===== config.mk =====
export PLATFORM = sky130hd
export DESIGN_NAME = pcfts_alu
export DESIGN_NICKNAME = d
export VERILOG_FILES = /design/src/rtl/pcfts_pkg.sv /design/src/rtl/pcfts_alu.sv
export SDC_FILE = /design/constraint.sdc
export NUM_CORES = 1
export LEC_CHECK = 0
export ABC_AREA = 1
export BUFFER_PORTS_ARGS = -buffer_cell sky130_fd_sc_hd__buf_2
export CORE_MARGIN = 2
export CORE_UTILIZATION = 60
export DETAILED_ROUTE_END_ITERATION = 7
export PLACE_DENSITY = 0.91
export SYNTH_ARGS = -nofsm -noshare
export SYNTH_HDL_FRONTEND = slang
export SYNTH_SLANG_ARGS = --single-unit

===== constraint.sdc =====
create_clock -name vclk -period 4.9
set_input_delay 0.245 -clock vclk [all_inputs]
set_output_delay 0.245 -clock vclk [all_outputs]
set_load 0.01 [all_outputs]

===== src/rtl/pcfts_pkg.sv =====
`timescale 1ns / 1ps

package pcfts_pkg;

  localparam int NUM_CATEGORIES_DEF = 16;
  localparam int NUM_FRAMES_DEF     = 8;

  localparam int CAT_IN_W = 4;
  localparam int DUR_W    = 32;
  localparam int CNT_W    = 32;
  localparam int TOTAL_W  = 48;
  localparam int ACT_W    = 5;
  localparam int APB_AW   = 3;
  localparam int APB_DW   = 32;

  localparam logic [CNT_W-1:0]   ONES32 = '1;
  localparam logic [TOTAL_W-1:0] ONES48 = '1;

  // Register indexes, as selected by the word address.
  localparam logic REG_ACTIVE_CATEGORIES = 1'b0;

  // Division by one million: floor(x / 1e6) == ((x >> 6) * RECIP) >> 40 for 32-bit x.
  localparam int MS_PRE_SHIFT = 6;
  localparam int MS_RECIP_W   = 27;
  localparam int MS_SHIFT     = 40;
  localparam int MS_PROD_W    = DUR_W - MS_PRE_SHIFT + MS_RECIP_W;
  localparam int MS_Q_W       = MS_PROD_W - MS_SHIFT;
  localparam logic [MS_RECIP_W-1:0] MS_RECIP = 27'd70368745;

  typedef struct packed {
    logic [CNT_W-1:0]   calls;
    logic [TOTAL_W-1:0] total;
    logic [DUR_W-1:0]   lo_ns;
    logic [DUR_W-1:0]   hi_ns;
  } stat_t;

  localparam stat_t STAT_CLEAR = '{calls: '0, total: '0, lo_ns: '1, hi_ns: '0};

  typedef enum logic [1:0] {
    OP_INC_SAT,
    OP_ADD_SAT,
    OP_MIN,
    OP_MAX
  } alu_op_t;

  typedef struct packed {
    alu_op_t            op;
    logic [TOTAL_W-1:0] a;
    logic [TOTAL_W-1:0] b;
  } alu_req_t;

  typedef enum logic [3:0] {
    ST_CLEAR,
    ST_IDLE,
    ST_FRAME_WALK,
    ST_READ,
    ST_LOAD,
    ST_PREV,
    ST_S_CALLS,
    ST_S_TOTAL,
    ST_S_MIN,
    ST_S_MAX,
    ST_C_CALLS,
    ST_C_TOTAL,
    ST_C_MIN,
    ST_C_MAX,
    ST_WRITE,
    ST_DONE
  } state_t;

endpackage


===== src/rtl/pcfts_alu.sv =====
`timescale 1ns / 1ps

module pcfts_alu (
  input  pcfts_pkg::alu_req_t                req,
  output logic [pcfts_pkg::TOTAL_W-1:0]      res
);
  import pcfts_pkg::*;

  logic               sub;
  logic [TOTAL_W:0]   opb;
  logic [TOTAL_W:0]   sum;
  logic               a_lt_b;

  always_comb begin
    sub    = (req.op == OP_MIN) || (req.op == OP_MAX);
    opb    = sub ? ~{1'b0, req.b} : {1'b0, req.b};
    sum    = {1'b0, req.a} + opb + (TOTAL_W + 1)'(sub);
    a_lt_b = sum[TOTAL_W];
    case (req.op)
      OP_INC_SAT: res = (sum[TOTAL_W:CNT_W] != '0) ? TOTAL_W'(ONES32) : sum[TOTAL_W-1:0];
      OP_ADD_SAT: res = sum[TOTAL_W] ? ONES48 : sum[TOTAL_W-1:0];
      OP_MIN:     res = a_lt_b ? req.a : req.b;
      OP_MAX:     res = a_lt_b ? req.b : req.a;
      default:    res = req.a;
    endcase
  end

endmodule


# Word level (Yosys, flattened, before mapping)
# Index checks and enable logic that the tools add are counted.
op_classes:
  n_addsub: 2
  mux: 6
  n_reduce_logical: 3
  n_bitwise: 1
  eq_ne: 3
op_table:
  columns: ["op", "n"]
  rows:
  - ["48-bit two-way mux", 4]
  - ["48-bit one-hot mux with 4 select lines", 1]
  - ["48-bit by 49-bit adder with 49-bit output", 1]
  - ["49-bit by 1-bit adder with 49-bit output", 1]
  - ["49-bit two-way mux", 1]
  - ["48-bit inverter with 49-bit output", 1]
  - ["17-bit nonzero test", 1]
  - ["2-bit == test (second input constant)", 2]
  - ["2-bit by 1-bit == test with 1-bit output (second input constant)", 1]
  - ["2-bit zero test", 1]
  - ["1-bit logical OR", 1]
word_totals:
  regBits: 0
  wordCells: 15
  out_inout_bits: 48
  in_bits: 98

# Longest topological paths before layout
# Gate-level depths: netlist (run 1).
depth:
  depth_word: 8
  mapped_depth: 25
  ltp_nobuf: 22

# Least setup slack after synthesis (run 1)
# No wires, ideal clock.
synth_timing:
  path_type: "input to output"
  from: "in req[97] (netlist name)"
  to: "out res[47] (netlist name)"
  stages: 20
  arrival_ps: 3232
  required_ps: 4655
  path_buffers: 5
  slack_ps: 1423
  path_cell_list: "buf_2 -> buf_1 -> clkbuf_1 -> xor2_1 -> ha_1 -> nand2_1 -> inv_1 -> nand2_1 -> nand2_1 -> a21oi_1 -> nand2_2 -> nand3_2 -> nand3_4 -> nand2_2 -> nand2_4 -> inv_2 -> buf_6 -> buf_6 -> nor2_1 -> o211ai_1"
synth_between:
  elab_chain_cells: 8
  word_cells_on_any_way: 14
  cone_classes: "add/sub (2); eq/ne (3); mux (6); reduce/logical (3)"
synth_rtl:
  columns: ["item", "line", "source"]
  rows:
  - ["from (decl)", "pcfts_alu.sv:4", "input pcfts_pkg::alu_req_t req,"]
  - ["2-bit == test", "pcfts_alu.sv:15, pcfts_alu.sv:19", null]
  - ["1-bit logical OR", "pcfts_alu.sv:15", "sub = (req.op == OP_MIN) || (req.op == OP_MAX);"]
  - ["49-bit two-way mux", "pcfts_alu.sv:16", "opb = sub ? ~{1'b0, req.b} : {1'b0, req.b};"]
  - ["48-bit by 49-bit adder with 49-bit output", "pcfts_alu.sv:17", "sum = {1'b0, req.a} + opb + (TOTAL_W + 1)'(sub);"]
  - ["49-bit by 1-bit adder with 49-bit output", "pcfts_alu.sv:17", null]
  - ["17-bit nonzero test", "pcfts_alu.sv:20", "OP_INC_SAT: res = (sum[TOTAL_W:CNT_W] != '0) ? TOTAL_W'(ONES32) : sum[TOTAL_W-1:0];"]
  - ["48-bit two-way mux", "pcfts_alu.sv:20", null]
  - ["48-bit one-hot mux with 4 select lines *", "pcfts_alu.sv:19", "case (req.op)"]
  - ["to (decl)", "pcfts_alu.sv:5", "output logic [pcfts_pkg::TOTAL_W-1:0] res"]
# Mark *: on every way between the ends. The rest lies on a longest branch, timed or not.

# Worst setup path after layout (run 1)
layout_timing:
  from: "in req[97] (netlist name)"
  to: "out res[20] (netlist name)"
# The elaborated chain is that of the path after synthesis.

==> summary.txt, run 1 <==
Routing
  • Via-per-instance ratio: 5.85
  • DRC viols: 0
  • Drt initial violations: 1186
  • TritonRoute pass-1 iters: 8
  • DR WL/cell: 16.0 um
  • Wirelength, routed: 25800 um
  • Via Count: 9413
  • ANT nets after route: 0

Place
  • DP Cell Count: 1608
  • PortBufs: 146
  • GP Congestion: 1.07
  • Final HPWL DP: 20800 um
  • Cell area after placement: 0.00785 mm^2

Timing
  • Final Hold Fails: 0
  • Final setup fails: 0
  • Post-layout minimum cycle time: 4.26 ns
  • RSZ-0062 raised after global routing: no
  • Setup_tns: 0 ns
  • Fin crit share: 86.9%
  • Worst rel slew slack: 16.7%
  • WHS: 0.863 ns
  • Max-slew violations: 0
  • Worst slew pin tran: 1.24 ns
  • Fmax: 235 MHz

Final layout
  • Post-route design area: 0.00785 mm^2
  • Multi-input gate area: 0.00602 mm^2
  • Flip-flop and latch count: 0
  • Area Overhead vs Synth: 10.7%
  • Share of cells above drive strength 1: 15.2%
  • Final-layout fill cell count: 1183
  • Antenna cells: 0
  • Final Non-Filler Cells: 1608
  • Reg area: 0 um^2
  • Clock buffers: 0
  • Layout net count: 1616

Global route
  • Largest net degree at the start of global routing: 105
  • Initial antenna violation count: 0
  • Vias in the first global route: 8451
  • First-pass GRT wire length: 41100 um
  • Tot GR Track Use: 38.9%
  • GRT overflow: 0

Yosys
  • Mapped Nets: 1510
  • Post-synthesis sequential area ratio: 0%
  • Post-synthesis area per instance: 5.21 um^2
  • Cell variety after synth: 36
  • Mapped Area: 0.00709 mm^2
  • Synth warn: 0
  • Post-Syn Instances: 1361

Floorplan
  • Ports: 146
  • Die footprint: 0.0127 mm^2
  • Chip Width: 113 um
  • Core Region: 0.0115 mm^2
  • Die Span Y: 113 um
  • Std-Cell Rows: 39
  • Initial Util: 61.9%

Job
  • MaxCap Viol Count: 0

Critical path
  • Required @ worst endpoint: 4.66 ns
  • CP Launch Type: input pin
  • Setup crit end: res[20]
  • Crit Path Class: input pin to output pin
  • Crit. Startpoint: req[97]
  • Worst-path maximum fanout: 31
  • CP Data Arrival Time: 4.01 ns
  • Setup crit end kind: output pin

Pwr
  • Power density over the cells: 175 mW/mm^2
  • Leakage Power: 4.40 nW
  • Maximum VDD drop: 0.0981 mV
  • Tot Pwr: 1.37 mW

Status
  • Status: finished clean

Clock network
  • Resize count post-CTS: 0
  • Post-CTS setup repair buffer count: 0
  • Hold-fix buffers, CTS: 0

Min path
  • Tightest Hold Check Type: input pin to output pin
==> stage by stage <==
step / utilization, % / setup WS (ns)
after floorplan: - / 1.42
after global placement: 68.4 / 0.798
after detailed placement: 68.4 / 0.758
after CTS: 68.4 / 0.758
after global routing: 68.4 / 0.288
final: 68.4 / 0.643
==> power breakdown <==
part / internal, mW / switching, mW
Clock: 0 / 0
Combinational: 0.456 / 0.914
Sequential: 0 / 0
==> cell families (layout without fill, tap and decap cells) <==
| kind of cell | Yosys count | count (layout) | synth area share (%) |
|---|---|---|---|
| AO/OA/AOI/OAI | 319 | 319 | 27.9 |
| XOR/XNOR | 77 | 77 | 9.51 |
| adder cells (fa/ha/maj) | 51 | 51 | 9.10 |
| buffers and inverters | 265 | 369 | 15.1 |
| AND/OR/NAND/NOR | 649 | 649 | 38.3 |
==> area by class of cell <==
class	instances	area share (%)
repair buffers	157	10.8
inverters	212	10.2
multi-input cells	1096	76.7
well taps	143	2.28
==> critical path, cell delays in order <==
cell and delay [ns]:
buf_2 0.33, buf_4 0.34, xor2_1 0.19, ha_1 0.30, a21oi_1 0.29, o21ai_1 0.13
nand2_1 0.08, nand2_1 0.08, inv_1 0.06, nand2_1 0.08, nand2_1 0.13, nand3_4 0.09
inv_2 0.17, nand2_1 0.65, o21ai_0 0.47, nand3_1 0.11, nand2_1 0.08, inv_1 0.03
buf_2 0.12
==> how the worst min path moves through the flow <==
stage	startpoint	end	slack [ns]	cells after the start
2_1_floorplan	req[80]	res[32]	0.67	2
3_3_place_gp	req[93]	res[45]	0.86	4
3_5_place_dp	req[93]	res[45]	0.86	4
4_1_cts	req[93]	res[45]	0.87	4
5_1_grt	req[93]	res[45]	0.89	4
6_report	req[93]	res[45]	0.86	4
==> cells in the mapped netlist (all sizes together) <==
| cell | count | area [um^2] |
|---|---|---|
| nor2 | 130 | 513 |
| xnor2 | 7 | 61.3 |
| clkinv | 2 | 7.51 |
| xor2 | 70 | 613 |
| and2 | 3 | 18.8 |
| nor3 | 2 | 10.0 |
| o211ai | 19 | 143 |
| ha | 50 | 626 |
| nand3b | 1 | 7.51 |
| clkbuf | 30 | 113 |
| a21oi | 55 | 279 |
| a21boi | 1 | 7.51 |
| o21a | 1 | 7.51 |
| o21ai | 160 | 812 |
| o21bai | 83 | 732 |
| or2 | 1 | 6.26 |
| buf | 23 | 165 |
| inv | 210 | 788 |
| nand2 | 389 | 1500 |
| nand4 | 12 | 75.1 |
| nand3 | 111 | 588 |
| fa | 1 | 20.0 |
==> placed cells by master (no fill, tap or decap), drive strengths merged <==
cell	n
fa	1
a21oi	55
clkinv	3
nand4	12
inv	209
and2	3
a21boi	1
buf	157
o21ai	160
o211ai	19
nand2	389
nor3	2
or2	1
ha	50
xor2	70
nor2	130
nand3	111
xnor2	7
nand3b	1
o21a	1
o21bai	83
==> metal layers <==
| layer | up-vias | share of wire [%] | track usage (%) |
|---|---|---|---|
| li1 | 4581 | - | - |
| met1 | 4211 | 42 | 53.7 |
| met2 | 563 | 44 | 62.7 |
| met3 | 58 | 11 | 5.41 |
| met4 | 0 | 2.9 | 12.4 |
| met5 | - | 0 | 0 |
No activity file was read; power rests on OpenSTA's default activity.
==> inputs of run 2 (changes only) <==
--- a/config.mk
+++ b/config.mk
@@ -5,12 +5,11 @@
 export SDC_FILE = /design/constraint.sdc
 export NUM_CORES = 1
 export LEC_CHECK = 0
-export ABC_AREA = 1
 export BUFFER_PORTS_ARGS = -buffer_cell sky130_fd_sc_hd__buf_2
 export CORE_MARGIN = 2
 export CORE_UTILIZATION = 60
 export DETAILED_ROUTE_END_ITERATION = 7
-export PLACE_DENSITY = 0.91
+export PLACE_DENSITY = 0.95
 export SYNTH_ARGS = -nofsm -noshare
 export SYNTH_HDL_FRONTEND = slang
 export SYNTH_SLANG_ARGS = --single-unit
==> run 2 against run 1 <==
Sequential cell count unchanged. Routed wire length down 36%. Via count down 34%. First-iteration DRC count down 57%. Total power down 12%. Sequential share of layout area unchanged. Synthesized cell count down 47%. Largest power group unchanged. Die area down 29%. Highest routed layer unchanged. Combinational power down 12%. Critical path depth down 1. Final area down 26%.
==> summary.txt, run 2 <==
Final layout
  • Area Overhead vs Synth: 17.3% (was 10.7%)
  • Flip-flop and latch count: 0 (unchanged)
  • Share of cells above drive strength 1: 21.6% (was 15.2%)
  • Most frequent cells in the layout: buf_2, a21oi_1, xor2_1 (was nand2_1, inv_1, buf_2)
  • Multi-input gate area: 0.00471 mm^2 (was 0.00602 mm^2)
  • Final-layout fill cell count: 701 (was 1183)
  • Layout net count: 984 (was 1616)
  • Clock buffers: 0 (unchanged)
  • Reg area: 0 um^2 (unchanged)
  • Antenna cells: 0 (unchanged)
  • Post-route design area: 0.00581 mm^2 (was 0.00785 mm^2)
  • Final Non-Filler Cells: 938 (was 1608)
  • Commonest non-fill, non-tap cell in the layout: buf_2 (was nand2_1)
  • Fin util: 71.7% (was 68.4%)

Routing
  • ANT nets after route: 0 (unchanged)
  • Wirelength, routed: 16600 um (was 25800 um)
  • Via-per-instance ratio: 6.64 (was 5.85)
  • DR WL/cell: 17.7 um (was 16.0 um)
  • Drt initial violations: 515 (was 1186)
  • DRC viols: 0 (unchanged)
  • Via Count: 6228 (was 9413)
  • TritonRoute pass-1 iters: 5 (was 8)

Timing
  • Max-slew violations: 0 (unchanged)
  • Setup_tns: 0 ns (unchanged)
  • Post-layout minimum cycle time: 4.56 ns (was 4.26 ns)
  • Final worst slack: 0.338 ns (was 0.643 ns)
  • Worst rel slew slack: 25.8% (was 16.7%)
  • Worst slew pin tran: 1.11 ns (was 1.24 ns)
  • RSZ-0062 raised after global routing: no (unchanged)
  • WHS: 0.851 ns (was 0.863 ns)
  • Fmax: 219 MHz (was 235 MHz)
  • Final setup fails: 0 (unchanged)
  • Final Hold Fails: 0 (unchanged)
  • Fin crit share: 93.1% (was 86.9%)

Floorplan
  • Ports: 146 (unchanged)
  • Core Region: 0.00809 mm^2 (was 0.0115 mm^2)
  • Initial Util: 61.2% (was 61.9%)
  • Chip Width: 94.8 um (was 113 um)
  • Die Span Y: 94.8 um (was 113 um)
  • Std-Cell Rows: 33 (was 39)
  • Die footprint: 0.00899 mm^2 (was 0.0127 mm^2)

Min path
  • WHS Endpoint: res[32] (was res[45])
  • Min-delay src: req[80] (was req[93])
  • Hold depth: 4 (unchanged)
  • Tightest Hold Check Type: input pin to output pin (unchanged)

Critical path
  • Crit Path Class: input pin to output pin (unchanged)
  • Worst-path maximum fanout: 31 (unchanged)
  • Required @ worst endpoint: 4.66 ns (about the same)
  • CP Launch Type: input pin (unchanged)
  • Setup crit end kind: output pin (unchanged)
  • CP Data Arrival Time: 4.32 ns (was 4.01 ns)

Global route
  • Met1 Track Usage GR: 45.3% (was 53.7%)
  • Tot GR Track Use: 34.7% (was 38.9%)
  • GRT overflow: 0 (unchanged)
  • Largest net degree at the start of global routing: 36 (was 105)
  • Initial antenna violation count: 0 (unchanged)
  • Top Usage Layer GRT: met2 (unchanged)
  • GR Util met2: 60.6% (was 62.7%)
  • First-pass GRT wire length: 25700 um (was 41100 um)
  • Vias in the first global route: 5506 (was 8451)
  • GR Util met3: 3.11% (was 5.41%)

Place
  • Pre-CTS setup slack: 0.304 ns (was 0.758 ns)
  • GP Congestion: 1.01 (was 1.07)
  • Final HPWL DP: 13400 um (was 20800 um)
  • Cell area after placement: 0.00580 mm^2 (was 0.00785 mm^2)
  • PortBufs: 146 (unchanged)
  • DP Cell Count: 938 (was 1608)

Yosys
  • Mapped Nets: 864 (was 1510)
  • Post-synth top cells: a21oi_1, xor2_1, nand2_1 (was nand2_1, inv_1, o21ai_0)
  • Post-Syn Instances: 715 (was 1361)
  • Synth warn: 0 (unchanged)
  • Post-synthesis sequential area ratio: 0% (unchanged)
  • Cell variety after synth: 65 (was 36)
  • Top cell type's share of synthesized area: 12.6% (was 20.1%)
  • Most frequent cell after synthesis: a21oi_1 (was nand2_1)
  • Post-synthesis area per instance: 6.92 um^2 (was 5.21 um^2)
  • Synth top area cells: ha_1, xor2_1, mux2i_1, a21oi_1, o21ai_0 (was nand2_1, inv_1, o21ai_0, ha_1, xor2_1)
  • Mapped Area: 0.00495 mm^2 (was 0.00709 mm^2)
  • Cell taking the most area after synthesis: ha_1 (was nand2_1)

Pwr
  • Leakage Power: 2.65 nW (was 4.40 nW)
  • Tot Pwr: 1.21 mW (was 1.37 mW)
  • Maximum VDD drop: 0.136 mV (was 0.0981 mV)
  • Power density over the cells: 208 mW/mm^2 (was 175 mW/mm^2)

Status
  • Status: finished clean (unchanged)

Clock network
  • Hold-fix buffers, CTS: 0 (unchanged)
  • Resize count post-CTS: 0 (unchanged)
  • Post-CTS setup repair buffer count: 0 (unchanged)

Job
  • MaxCap Viol Count: 0 (unchanged)
[run 2: logic make-up after synthesis]
group	synth area share, %
buffers and inverters	4.95
AO/OA/AOI/OAI	36.0
XOR/XNOR	15.7
AND/OR/NAND/NOR	18.5
multiplexers	11.8
adder cells (fa/ha/maj)	13.0
[run 2: worst max-delay path by stage]
stage	end	from	cells after the start
after floorplan	res[27]	req[97]	19
after global placement	res[0]	req[97]	18
after detailed placement	res[11]	req[97]	17
after CTS	res[11]	req[97]	17
after global routing	res[7]	req[97]	18
final	res[4]	req[97]	18
[run 2: final cells by class]
| cell class | count | share of cell area [%] |
|---|---|---|
| inverter | 14 | 0.905 |
| multi-input combinational | 655 | 81.2 |
| timing repair buffer | 164 | 15.7 |
| tap | 105 | 2.26 |
[run 2: power by group]
part | switching (mW) | internal (mW)
Sequential | 0 | 0
Clock | 0 | 0
Combinational | 0.716 | 0.490
Total | 0.716 | 0.490
[run 2: per-layer routing]
| layer | routed length (um) | share of wire [%] |
|---|---|---|
| met5 | 0 | 0 |
| met4 | 550 | 3.3 |
| met3 | 1410 | 8.5 |
| met2 | 7810 | 47 |
| met1 | 6800 | 41 |
[run 2: critical path, cell delays in order]
cell and delay [ns]:
buf_6 0.25, buf_4 0.24, xor2_1 0.15, ha_1 0.30
a21oi_1 0.22, o211ai_2 0.16, a21oi_2 0.31, a211oi_1 0.13
buf_4 0.18, o31ai_1 0.38, o21ai_1 0.20, a211oi_1 0.33
xnor2_1 0.14, or2_2 0.35, o31ai_4 0.23, buf_12 0.22
a22oi_1 0.10, buf_2 0.17
