--- src/rtl/pcfts_pkg.sv ---
`timescale 1ns / 1ps

package pcfts_pkg;

  localparam int NUM_CATEGORIES_DEF = 16;
  localparam int NUM_FRAMES_DEF     = 8;

  localparam int CAT_IN_W = 4;
  localparam int DUR_W    = 32;
  localparam int CNT_W    = 32;
  localparam int TOTAL_W  = 48;
  localparam int ACT_W    = 5;
  localparam int APB_AW   = 3;
  localparam int APB_DW   = 32;

  localparam logic [CNT_W-1:0]   ONES32 = '1;
  localparam logic [TOTAL_W-1:0] ONES48 = '1;

  // Register indexes, as selected by the word address.
  localparam logic REG_ACTIVE_CATEGORIES = 1'b0;

  // Division by one million: floor(x / 1e6) == ((x >> 6) * RECIP) >> 40 for 32-bit x.
  localparam int MS_PRE_SHIFT = 6;
  localparam int MS_RECIP_W   = 27;
  localparam int MS_SHIFT     = 40;
  localparam int MS_PROD_W    = DUR_W - MS_PRE_SHIFT + MS_RECIP_W;
  localparam int MS_Q_W       = MS_PROD_W - MS_SHIFT;
  localparam logic [MS_RECIP_W-1:0] MS_RECIP = 27'd70368745;

  typedef struct packed {
    logic [CNT_W-1:0]   calls;
    logic [TOTAL_W-1:0] total;
    logic [DUR_W-1:0]   lo_ns;
    logic [DUR_W-1:0]   hi_ns;
  } stat_t;

  localparam stat_t STAT_CLEAR = '{calls: '0, total: '0, lo_ns: '1, hi_ns: '0};

  typedef enum logic [1:0] {
    OP_INC_SAT,
    OP_ADD_SAT,
    OP_MIN,
    OP_MAX
  } alu_op_t;

  typedef struct packed {
    alu_op_t            op;
    logic [TOTAL_W-1:0] a;
    logic [TOTAL_W-1:0] b;
  } alu_req_t;

  typedef enum logic [3:0] {
    ST_CLEAR,
    ST_IDLE,
    ST_FRAME_WALK,
    ST_READ,
    ST_LOAD,
    ST_PREV,
    ST_S_CALLS,
    ST_S_TOTAL,
    ST_S_MIN,
    ST_S_MAX,
    ST_C_CALLS,
    ST_C_TOTAL,
    ST_C_MIN,
    ST_C_MAX,
    ST_WRITE,
    ST_DONE
  } state_t;

endpackage

--- src/rtl/pcfts_ms_conv.sv ---
`timescale 1ns / 1ps

module pcfts_ms_conv (
  input  logic                             clk,
  input  logic [pcfts_pkg::DUR_W-1:0]      dur_ns,
  output logic [pcfts_pkg::MS_Q_W-1:0]     dur_ms
);
  import pcfts_pkg::*;

  logic [MS_PROD_W-1:0] prod_r;

  always_ff @(posedge clk) begin
    prod_r <= MS_PROD_W'(dur_ns[DUR_W-1:MS_PRE_SHIFT]) * MS_PROD_W'(MS_RECIP);
  end

  assign dur_ms = prod_r[MS_PROD_W-1:MS_SHIFT];

endmodule

--- config.mk ---
export PLATFORM = sky130hd
export DESIGN_NAME = pcfts_ms_conv
export DESIGN_NICKNAME = d
export VERILOG_FILES = /design/src/rtl/pcfts_pkg.sv /design/src/rtl/pcfts_ms_conv.sv
export SDC_FILE = /design/constraint.sdc
export NUM_CORES = 1
export LEC_CHECK = 0
export BUFFER_PORTS_ARGS = -buffer_cell sky130_fd_sc_hd__buf_2
export CORE_ASPECT_RATIO = 2
export CORE_UTILIZATION = 55
export CTS_CLUSTER_DIAMETER = 80
export CTS_CLUSTER_SIZE = 25
export DETAILED_ROUTE_END_ITERATION = 7
export HOLD_SLACK_MARGIN = 0.1
export MAX_ROUTING_LAYER = met4
export PLACE_DENSITY = 0.75
export SYNTH_ARGS = -nofsm -noshare
export SYNTH_HDL_FRONTEND = slang
export SYNTH_SLANG_ARGS = --single-unit
export TNS_END_PERCENT = 5
--- constraint.sdc ---
create_clock -name clk -period 6.5 [get_ports clk]
set_clock_uncertainty 0.05 [all_clocks]
set_input_delay 1.3 -clock clk [delete_from_list [all_inputs] [get_ports clk]]
set_output_delay 1.3 -clock clk [all_outputs]
set_load 0.01 [all_outputs]
Word-level counts from Yosys, hierarchy flattened --
Cells that the tools add are included.
Storage, ports and cells: register bits after elaboration 53, output and inout port bits 13, logic and storage cells 2, input port bits 33
Cells by class: $mul 1
Operators with widths (count):
- $mul A26 B27 Y53 const B | 1

Depth between registers and ports, before layout --
Gate-level depths: netlist (run 1).
depth in word-level cells 1, mapped depth 23, mapped depth without buffers 23

Worst setup path before layout (run 1) --
Ideal clock, no wire load.
path kind input port to flip-flop, start input dur_ns[17] (netlist name), end register prod_r[49], path buffers 0, data required time 6.378 ns, stages on the path 19, arrival time 6.648 ns, setup slack -0.270 ns, setup time 0.072 ns, cell sequence fa_1 inv_1 fa_1 inv_1 fa_1 fa_1 fa_1 fa_1 inv_1 fa_1 inv_1 ha_1 nand4_4 nor3_2 nand3_2 a2111oi_4 nor4_2 o31ai_2 xor2_1
On the way: word-level cells in the longest chain between the ends 1
RTL lines:
- start: declaration | RTL line pcfts_ms_conv.sv:5 | input logic [pcfts_pkg::DUR_W-1:0] dur_ns,
- $mul A26 B27 Y53 | RTL line pcfts_ms_conv.sv:13 | prod_r <= MS_PROD_W'(dur_ns[DUR_W-1:MS_PRE_SHIFT]) * MS_PROD_W'(MS_RECIP);
- end signal: assignment | RTL line pcfts_ms_conv.sv:13
- end: declaration | RTL line pcfts_ms_conv.sv:10 | logic [MS_PROD_W-1:0] prod_r;
Every way passes these cells.

Worst setup path after layout (run 1) --
start input dur_ns[18] (netlist name), end register prod_r[46]
The elaborated chain is that of the path after synthesis.

==> flow_metrics.env, run 1 <==
export IMPL_finalSetupViolations=13
export IMPL_port_buffers=39
export IMPL_tightest_slew_ns=0.695
export IMPL_clock_sinks=13
export IMPL_synth_area_leader_cell="fa_1"
export IMPL_synth_area_leaders="fa_1 41%, ha_1 28%, inv_1 13%"
export IMPL_cts_tree="yes"
export IMPL_track_usage_pct=35.2
export IMPL_syn_nets=1708
export IMPL_finalNetCount=1966
export IMPL_gp_congestion=1.02
export IMPL_globalRoute_totalOverflow=0
export IMPL_start_util_pct=56.0
export IMPL_failed_checks="setup timing"
export IMPL_cts_buffers=3
export IMPL_start_kind="primary input"
export IMPL_reg_top3="prod_r (13)"
export IMPL_ys_ff_latch=13
export IMPL_grt_pass1_vias=10900
export IMPL_fin_cells=1705
export IMPL_hold_path_class="in -> reg"
export IMPL_period_needed_ns=6.97
export IMPL_postCtsHoldBufs=0
export IMPL_rows=74
export IMPL_route_detailed_drc=0
export IMPL_seq_area_frac_synth_pct=2.28
export IMPL_timing_hold_ws_ns=1.65
export IMPL_ant_nets=0
export IMPL_vias=9291
export IMPL_outcome="finished, violations left"
export IMPL_cts_root_buf="clkbuf_16"
export IMPL_post_drt_wl_per_cell_um=20.2
export IMPL_hpwl_mm=31.7
export IMPL_min_path_cells=4
export IMPL_synth_cell_types=52
export IMPL_syn_area_um2=11400
export IMPL_fp_dieW_um=104
export IMPL_dp_slack_ns=-0.823
export IMPL_fillers=1616
export IMPL_grt_pass1_wl_mm=54.4
export IMPL_dp_cells=1696
export IMPL_wl_mm=34.4
export IMPL_end_kind="flop"
export IMPL_rsz0062_at_grt="true"
export IMPL_setup_slack_ns=-0.474
export IMPL_antenna_found_initial=1
export IMPL_crit_arrival_ns=7.10
export IMPL_clk_pin_slew_ns=0.04
export IMPL_fin_tns_setup_ns=-5.14
export IMPL_timing_setup_critical_path_class="in -> reg"
export IMPL_first_pass_iters=4
export IMPL_yosysTopAreaCellShare_pct=41.4
export IMPL_top_level_ports=46
export IMPL_maxCapViolCount=0
export IMPL_required_ns=6.62
export IMPL_max_freq_ghz=0.143
export IMPL_die_h_um=206
export IMPL_hold_viol=0
export IMPL_cts_max_path_buffers=2
export IMPL_maxSlewViolCount=0
export IMPL_core_area_um2=20400
export IMPL_maxSlewHeadroom_pct=53.1
export IMPL_critPathMaxFanout=4
export IMPL_yosysWarnings=0
export IMPL_area_delta_synth_final_pct=22.8
export IMPL_fin_crit_sh_pct=107
export IMPL_synth_edf_count=0
export IMPL_async_reset_ff_share_pct=0
export IMPL_synth_ff_type="dfxtp_1"
export IMPL_largest_register_ff_count=13
export IMPL_dieArea_um2=21400
export IMPL_htree_levels=1
export IMPL_drtIter0Drc=278
export IMPL_grt_max_degree=9
export IMPL_vias_per_cell=5.45
export IMPL_synthCells=1181
export IMPL_drive_above_1_share_pct=22.9
export IMPL_avgSynthCellArea_um2=9.66
export IMPL_top_register="prod_r"
==> final cells by class <==
type                            instances  area (µm²)  share of cell area, %
Tap cell                              266         333                   2.38
Multi-Input combinational cell        761        9940                   70.9
Timing Repair Buffer                  258        1890                   13.5
Inverter                              402        1510                   10.8
Clock buffer                            4        78.8                  0.563
Antenna cell                            1        2.50                 0.0179
Sequential cell                        13         260                   1.86
==> layer usage <==
metal	wire length (µm)	part of all wire, %	global-route usage (%)
met5	0	0	-
met4	3610	10	30.2
met3	1010	2.9	3.20
met2	19700	57	68.4
met1	10100	29	29.4
==> cell usage after synthesis, drive strengths merged (2+ instances only) <==
master / number
a2111oi: 2
a211oi: 6
a21boi: 2
a21o: 12
a21oi: 49
a31oi: 3
and3: 3
buf: 5
dfxtp: 13
fa: 236
ha: 258
inv: 402
nand2: 25
nand2b: 4
nand3: 18
nand4: 18
nand4b: 2
nor2: 25
nor2b: 3
nor3: 6
nor3b: 2
nor4: 5
o211a: 2
o211ai: 3
o21a: 3
o21ai: 28
o21bai: 4
o31ai: 6
or2: 6
xnor2: 8
xor2: 10
==> cell usage in the layout, fill, tap and decap left out, types with 3 or more instances in the layout <==
cell type,count
nand3_1,16
nand2_1,25
or2_2,6
and3_1,3
o21ai_0,21
inv_1,392
ha_4,15
nor3_2,3
fa_2,10
nand2b_1,4
o21bai_1,4
a21o_1,12
ha_1,242
o211ai_1,3
buf_2,35
dfxtp_1,13
fa_1,226
xnor2_1,7
xor2_1,10
buf_4,218
a21oi_1,47
nor2b_1,3
inv_2,10
o21ai_1,6
o21a_1,3
a31oi_1,3
nand4_1,16
clkbuf_16,3
nor2_1,25
a211oi_1,4
==> worst max-delay path, cell delays in order <==
cell and delay [ns]:
buf_2 0.13, fa_2 0.62, inv_2 0.06, fa_1 0.55, inv_1 0.06, fa_1 0.45
fa_1 0.52, fa_1 0.43, fa_1 0.50, inv_1 0.07, fa_2 0.64, inv_2 0.06
ha_4 0.30, nand3_2 0.11, nor4_4 0.38, nand4_1 0.16, o32ai_2 0.31, a211oi_2 0.09
o31ai_2 0.21, xor2_1 0.16
==> stage by stage <==
step           instance area (µm²)  util (%)
6_report                     14000      68.8
3_5_place_dp                 13700      67.4
2_1_floorplan                11600         -
3_3_place_gp                 13700      67.4
4_1_cts                      14000      68.5
5_1_grt                      14000      68.8
==> path summary, 6_finish.rpt <==
check	from	end	slack, ns
worst max-delay path	dur_ns[18]	prod_r[46]	-0.47
worst min-delay path	dur_ns[31]	prod_r[52]	1.65
==> kinds of logic after synthesis <==
kind of cell	Yosys count	synth area share (%)
AO/OA/AOI/OAI	130	7.32
AND/OR/NAND/NOR	119	5.85
flip-flops	13	2.28
buffers and inverters	407	13.4
adder cells (fa/ha/maj)	494	69.7
XOR/XNOR	18	1.38
==> timing repair <==
item,CTS,global route
endpoints found under the setup margin,13,13
pin swaps,30,7
buffers inserted,4,0
endpoints found under the hold margin,0,0
gates resized for setup,32,13
Power of run 1 is left out: the tool's default activity adds up to more than one toggle a clock period on the data nets, which glitch-free logic cannot reach.
==> run 2, diff against run 1 <==
--- a/config.mk
+++ b/config.mk
@@ -5,12 +5,14 @@
 export SDC_FILE = /design/constraint.sdc
 export NUM_CORES = 1
 export LEC_CHECK = 0
+export ABC_CLOCK_PERIOD_IN_PS = 6500
 export BUFFER_PORTS_ARGS = -buffer_cell sky130_fd_sc_hd__buf_2
 export CORE_ASPECT_RATIO = 2
 export CORE_UTILIZATION = 55
 export CTS_CLUSTER_DIAMETER = 80
 export CTS_CLUSTER_SIZE = 25
 export DETAILED_ROUTE_END_ITERATION = 7
+export GPL_TIMING_DRIVEN = 0
 export HOLD_SLACK_MARGIN = 0.1
 export MAX_ROUTING_LAYER = met4
 export PLACE_DENSITY = 0.75
==> run 2 against run 1 <==
Effect of this change:
- the flow still finishes with violations (setup timing)
- via count decreased by 9.2%
- die area unchanged
- critical path depth increased by 1
- utilization decreased by 7.5 points
- first-iteration DRC count decreased by 5.0%
- wire length decreased by 9.1%
- worst hold slack got worse by 0.048 ns
- non-clock buffer count decreased by 202
- sequential share of layout area increased by 0.23 points
- global-route usage decreased by 3.2 points
- sequential cell count unchanged
- setup slack got worse by 0.092 ns
==> flow_metrics.env, run 2 (synthesis gave the netlist of run 1 again) <==
export IMPL_rows=74
export IMPL_top_register="prod_r"
export IMPL_max_freq_ghz=0.142
export IMPL_end_kind="flop"
export IMPL_port_buffers=39
export IMPL_layout_cells_most_common="inv_1"
export IMPL_mostFrequentLayoutCells="392 x inv_1, 244 x ha_1, 221 x fa_1"
export IMPL_grt_pass1_wl_mm=49.4
export IMPL_area_delta_synth_final_pct=9.48
export IMPL_finalNetCount=1764
export IMPL_wl_mm=31.3
export IMPL_cts_root_buf="clkbuf_16"
export IMPL_dp_slack_ns=-1.15
export IMPL_rsz0062_at_grt="true"
export IMPL_use_met2_pct=61.1
export IMPL_outcome="finished, violations left"
export IMPL_route_detailed_drc=0
export IMPL_crit_arrival_ns=7.18
export IMPL_maxSlewViolCount=0
export IMPL_tightest_slew_ns=0.704
export IMPL_grt_busiest_layer="met2"
export IMPL_critPathMaxFanout=5
export IMPL_drtIter0Drc=264
export IMPL_required_ns=6.62
export IMPL_first_pass_iters=5
export IMPL_gp_congestion=0.956
export IMPL_reg_top3="prod_r (13)"
export IMPL_fin_crit_sh_pct=109
export IMPL_hold_start="dur_ns[31]"
export IMPL_cts_buffers=3
export IMPL_ant_nets=0
export IMPL_period_needed_ns=7.07
export IMPL_fp_dieW_um=104
export IMPL_met1_usage_pct=28.8
export IMPL_post_drt_wl_per_cell_um=20.8
export IMPL_htree_levels=1
export IMPL_timing_setup_critical_path_class="in -> reg"
export IMPL_cts_tree="yes"
export IMPL_antenna_cells=0
export IMPL_grt_max_degree=11
export IMPL_track_usage_pct=32.0
export IMPL_fin_cells=1502
export IMPL_failed_checks="setup timing"
export IMPL_hold_path_class="in -> reg"
export IMPL_die_h_um=206
export IMPL_grt_pass1_vias=9615
export IMPL_fillers=1813
export IMPL_holdPathEnd="prod_r[52]"
export IMPL_start_util_pct=56.0
export IMPL_finalSetupViolations=13
export IMPL_top_level_ports=46
export IMPL_vias=8435
export IMPL_hpwl_mm=28.1
export IMPL_dieArea_um2=21400
export IMPL_globalRoute_totalOverflow=0
export IMPL_maxSlewHeadroom_pct=51.9
export IMPL_grt_use_met3_pct=2.03
export IMPL_largest_register_ff_count=13
export IMPL_vias_per_cell=5.62
export IMPL_maxCapViolCount=0
export IMPL_start_kind="primary input"
export IMPL_setup_slack_ns=-0.566
export IMPL_antenna_found_initial=0
export IMPL_hold_viol=0
export IMPL_clock_sinks=13
export IMPL_dp_cells=1486
export IMPL_min_path_cells=3
export IMPL_core_area_um2=20400
export IMPL_startpoint="dur_ns[16]"
export IMPL_cts_max_path_buffers=2
export IMPL_drive_above_1_share_pct=10.9
export IMPL_clk_pin_slew_ns=0.04
## run 2: cell type report
type | count | area (µm²) | area share [%]
Timing Repair Buffer | 51 | 354 | 2.84
Buffer | 5 | 25.0 | 0.200
Clock buffer | 4 | 78.8 | 0.631
Inverter | 402 | 1510 | 12.1
Sequential cell | 13 | 260 | 2.08
Multi-Input combinational cell | 761 | 9920 | 79.5
Tap cell | 266 | 333 | 2.67
## run 2: how the worst max path moves through the flow
stage               slack [ns]  depth (start not counted)    endpoint
CTS                      -0.54                         21  prod_r[46]
global route             -0.74                         20  prod_r[46]
global placement         -1.14                         20  prod_r[40]
finish                   -0.57                         21  prod_r[46]
detailed placement       -1.15                         20  prod_r[40]
floorplan                -0.09                         21  prod_r[46]
## run 2: per-layer routing
layer  wire length (µm)  share of wire, %
met2              17600                56
met3                902               2.9
met4               3280                10
met5                  0                 0
met1               9470                30
## run 2: critical path, cell delays in order
cell	delay (ns)
buf_12	0.11
buf_4	0.15
ha_1	0.36
inv_1	0.09
fa_1	0.54
fa_1	0.56
fa_1	0.53
inv_1	0.06
fa_1	0.49
fa_1	0.50
inv_1	0.06
fa_2	0.59
inv_1	0.09
ha_4	0.31
nand3_2	0.11
nor4_4	0.31
nand4_1	0.14
o32ai_2	0.38
a211oi_2	0.11
o31ai_2	0.22
xor2_1	0.17
## run 2: metrics by stage
| stage | hold WS [ns] | area (µm²) | TNS (ns) | util, % |
|---|---|---|---|---|
| 2_1_floorplan | 1.50 | 11600 | -0.628 | - |
| 3_3_place_gp | 1.64 | 12100 | -12.36 | 59.4 |
| 3_5_place_dp | 1.64 | 12100 | -13.08 | 59.4 |
| 4_1_cts | 1.60 | 12500 | -5.62 | 61.1 |
| 5_1_grt | 1.61 | 12500 | -7.37 | 61.3 |
| 6_report | 1.60 | 12500 | -5.29 | 61.3 |
## run 2: repair_timing
action                     in CTS  in global routing
hold buffers                    0                  0
pin swaps                      31                 11
setup endpoints to repair      13                 13
gates cloned                    0                  0
gates resized for setup        56                  8
buffers inserted               11                  1
Power of run 2 is left out for the same reason.
==> run 3, diff against run 2 <==
--- a/config.mk
+++ b/config.mk
@@ -16,6 +16,7 @@
 export HOLD_SLACK_MARGIN = 0.1
 export MAX_ROUTING_LAYER = met4
 export PLACE_DENSITY = 0.75
+export REMOVE_ABC_BUFFERS = 1
 export SYNTH_ARGS = -nofsm -noshare
 export SYNTH_HDL_FRONTEND = slang
 export SYNTH_SLANG_ARGS = --single-unit
==> run 3 against run 2 <==
Effect of this change:
- the flow still finishes with violations (setup timing)
- sequential cell count stayed put
- setup slack worse by 0.042 ns
- die area stayed put
- critical path depth is 1 lower
- global-route usage is 1.4 points lower
- fmax is 0.59% lower
- clock-buffer cell count stayed put
- first-iteration DRC count is 14% higher
- final area is 0.65% lower
- sequential share of layout area hardly changed
- worst hold slack worse by 0.0061 ns
==> flow_metrics.env, run 3 (synthesis gave the netlist of run 1 again) <==
export IMPL_outcome="finished, violations left"
export IMPL_failed_checks="setup timing"
export IMPL_drtIter0Drc=302
export IMPL_timing_hold_ws_ns=1.59
export IMPL_hold_viol=0
export IMPL_crit_top_cell="fa_1"
export IMPL_vias_per_cell=5.57
export IMPL_seqCellArea_um2=260
export IMPL_track_usage_pct=30.6
export IMPL_final_area_um2=12400
export IMPL_vias=8344
export IMPL_timing_setup_critical_path_class="in -> reg"
export IMPL_postCtsHoldBufs=0
export IMPL_hold_path_class="in -> reg"
export IMPL_globalRoute_totalOverflow=0
export IMPL_post_drt_wl_per_cell_um=20.2
export IMPL_grt_pass1_wl_mm=47.4
export IMPL_layout_cells_most_common="inv_1"
export IMPL_maxSlewHeadroom_pct=58.7
export IMPL_maxSlewViolCount=0
export IMPL_cts_tree="yes"
export IMPL_core_area_um2=20400
export IMPL_end_kind="flop"
export IMPL_mostFrequentLayoutCells="394 x inv_1, 246 x ha_1, 225 x fa_1"
export IMPL_dieArea_um2=21400
export IMPL_finalSetupViolations=13
export IMPL_start_kind="primary input"
export IMPL_cpMaxStageDelayCell="fa_2"
export IMPL_setup_slack_ns=-0.608
export IMPL_start_util_pct=56.0
export IMPL_rows=74
export IMPL_grt_pass1_vias=9409
export IMPL_fin_tns_setup_ns=-6.37
export IMPL_cts_root_buf="clkbuf_16"
export IMPL_reg_top3="prod_r (13)"
export IMPL_finalNetCount=1761
export IMPL_htree_levels=1
export IMPL_required_ns=6.62
export IMPL_clk_pin_slew_ns=0.04
export IMPL_top_register="prod_r"
export IMPL_critPathMaxFanout=7
export IMPL_grt_max_degree=11
export IMPL_top_level_ports=46
export IMPL_first_pass_iters=5
export IMPL_critPathMaxStageDelay_ns=0.59
export IMPL_fillers=1730
export IMPL_fp_dieW_um=104
export IMPL_antenna_found_initial=0
export IMPL_maxCapViolCount=0
export IMPL_rsz0062_at_grt="true"
export IMPL_area_delta_synth_final_pct=8.76
export IMPL_crit_arrival_ns=7.22
export IMPL_die_h_um=206
export IMPL_antenna_cells=0
export IMPL_crit_chain="buf_4, inv_1, fa_2, inv_2, fa_2, fa_1, fa_1, fa_1, fa_1, inv_2, fa_1, inv_2, ha_4, nand4_1, nor4_4, nand4_1, o32ai_2, a211oi_2, o31ai_2, xor2_1"
export IMPL_gp_congestion=0.989
export IMPL_drive_above_1_share_pct=9.57
export IMPL_clock_sinks=13
export IMPL_tightest_slew_ns=0.603
export IMPL_max_freq_ghz=0.141
export IMPL_place_area_um2=11900
export IMPL_cts_max_path_buffers=2
export IMPL_port_buffers=39
export IMPL_hpwl_mm=27.3
export IMPL_cts_buffers=3
export IMPL_ant_nets=0
export IMPL_route_detailed_drc=0
export IMPL_largest_register_ff_count=13
export IMPL_dp_slack_ns=-1.31
export IMPL_period_needed_ns=7.11
export IMPL_multiInputGateArea_um2=9870
export IMPL_fin_crit_sh_pct=109
export IMPL_wl_mm=30.2
run 3: through the flow:
stage                     util (%)  std cells
final                         60.9       1499
after global routing          60.9       1499
after CTS                     60.7       1497
after detailed placement      58.5       1481
after global placement        58.5       1481
after floorplan                  -       1176
run 3: cell type report:
| cell class | count | area share (%) |
|---|---|---|
| clock buffer | 4 | 0.635 |
| inverter | 402 | 12.2 |
| multi-input combinational | 761 | 79.5 |
| sequential | 13 | 2.10 |
| tap | 266 | 2.68 |
| timing repair buffer | 53 | 2.86 |
run 3: critical path: cells and delay by family:
| family | cells | cell delay, ns |
|---|---|---|
| compound gates | 3 | 0.63 |
| buf+inv | 5 | 0.46 |
| fa+ha+maj | 8 | 4.01 |
| xor+xnor | 1 | 0.16 |
| simple gates | 3 | 0.67 |
run 3: repair_timing:
item | 4_1_cts | 5_1_grt
buffers inserted | 12 | 2
resized for setup | 62 | 10
pin swaps | 33 | 12
endpoints found under the hold margin | 0 | 0
endpoints found under the setup margin | 13 | 13
run 3: path summary, 6_finish.rpt:
check	depth (start not counted)	slack [ns]	startpoint	end
worst max-delay path	20	-0.61	dur_ns[14]	prod_r[46]
worst min-delay path	3	1.59	dur_ns[31]	prod_r[52]
run 3: layer usage:
layer	global-route usage [%]	share of wire (%)	vias to the layer above	wire length (µm)
li1	-	-	3773	-
met2	60.5	57	265	17300
met3	1.81	2.8	150	841
met4	21.9	9.1	0	2750
met1	27.0	31	4156	9380
met5	-	0	-	0
Power of run 3 is left out for the same reason.
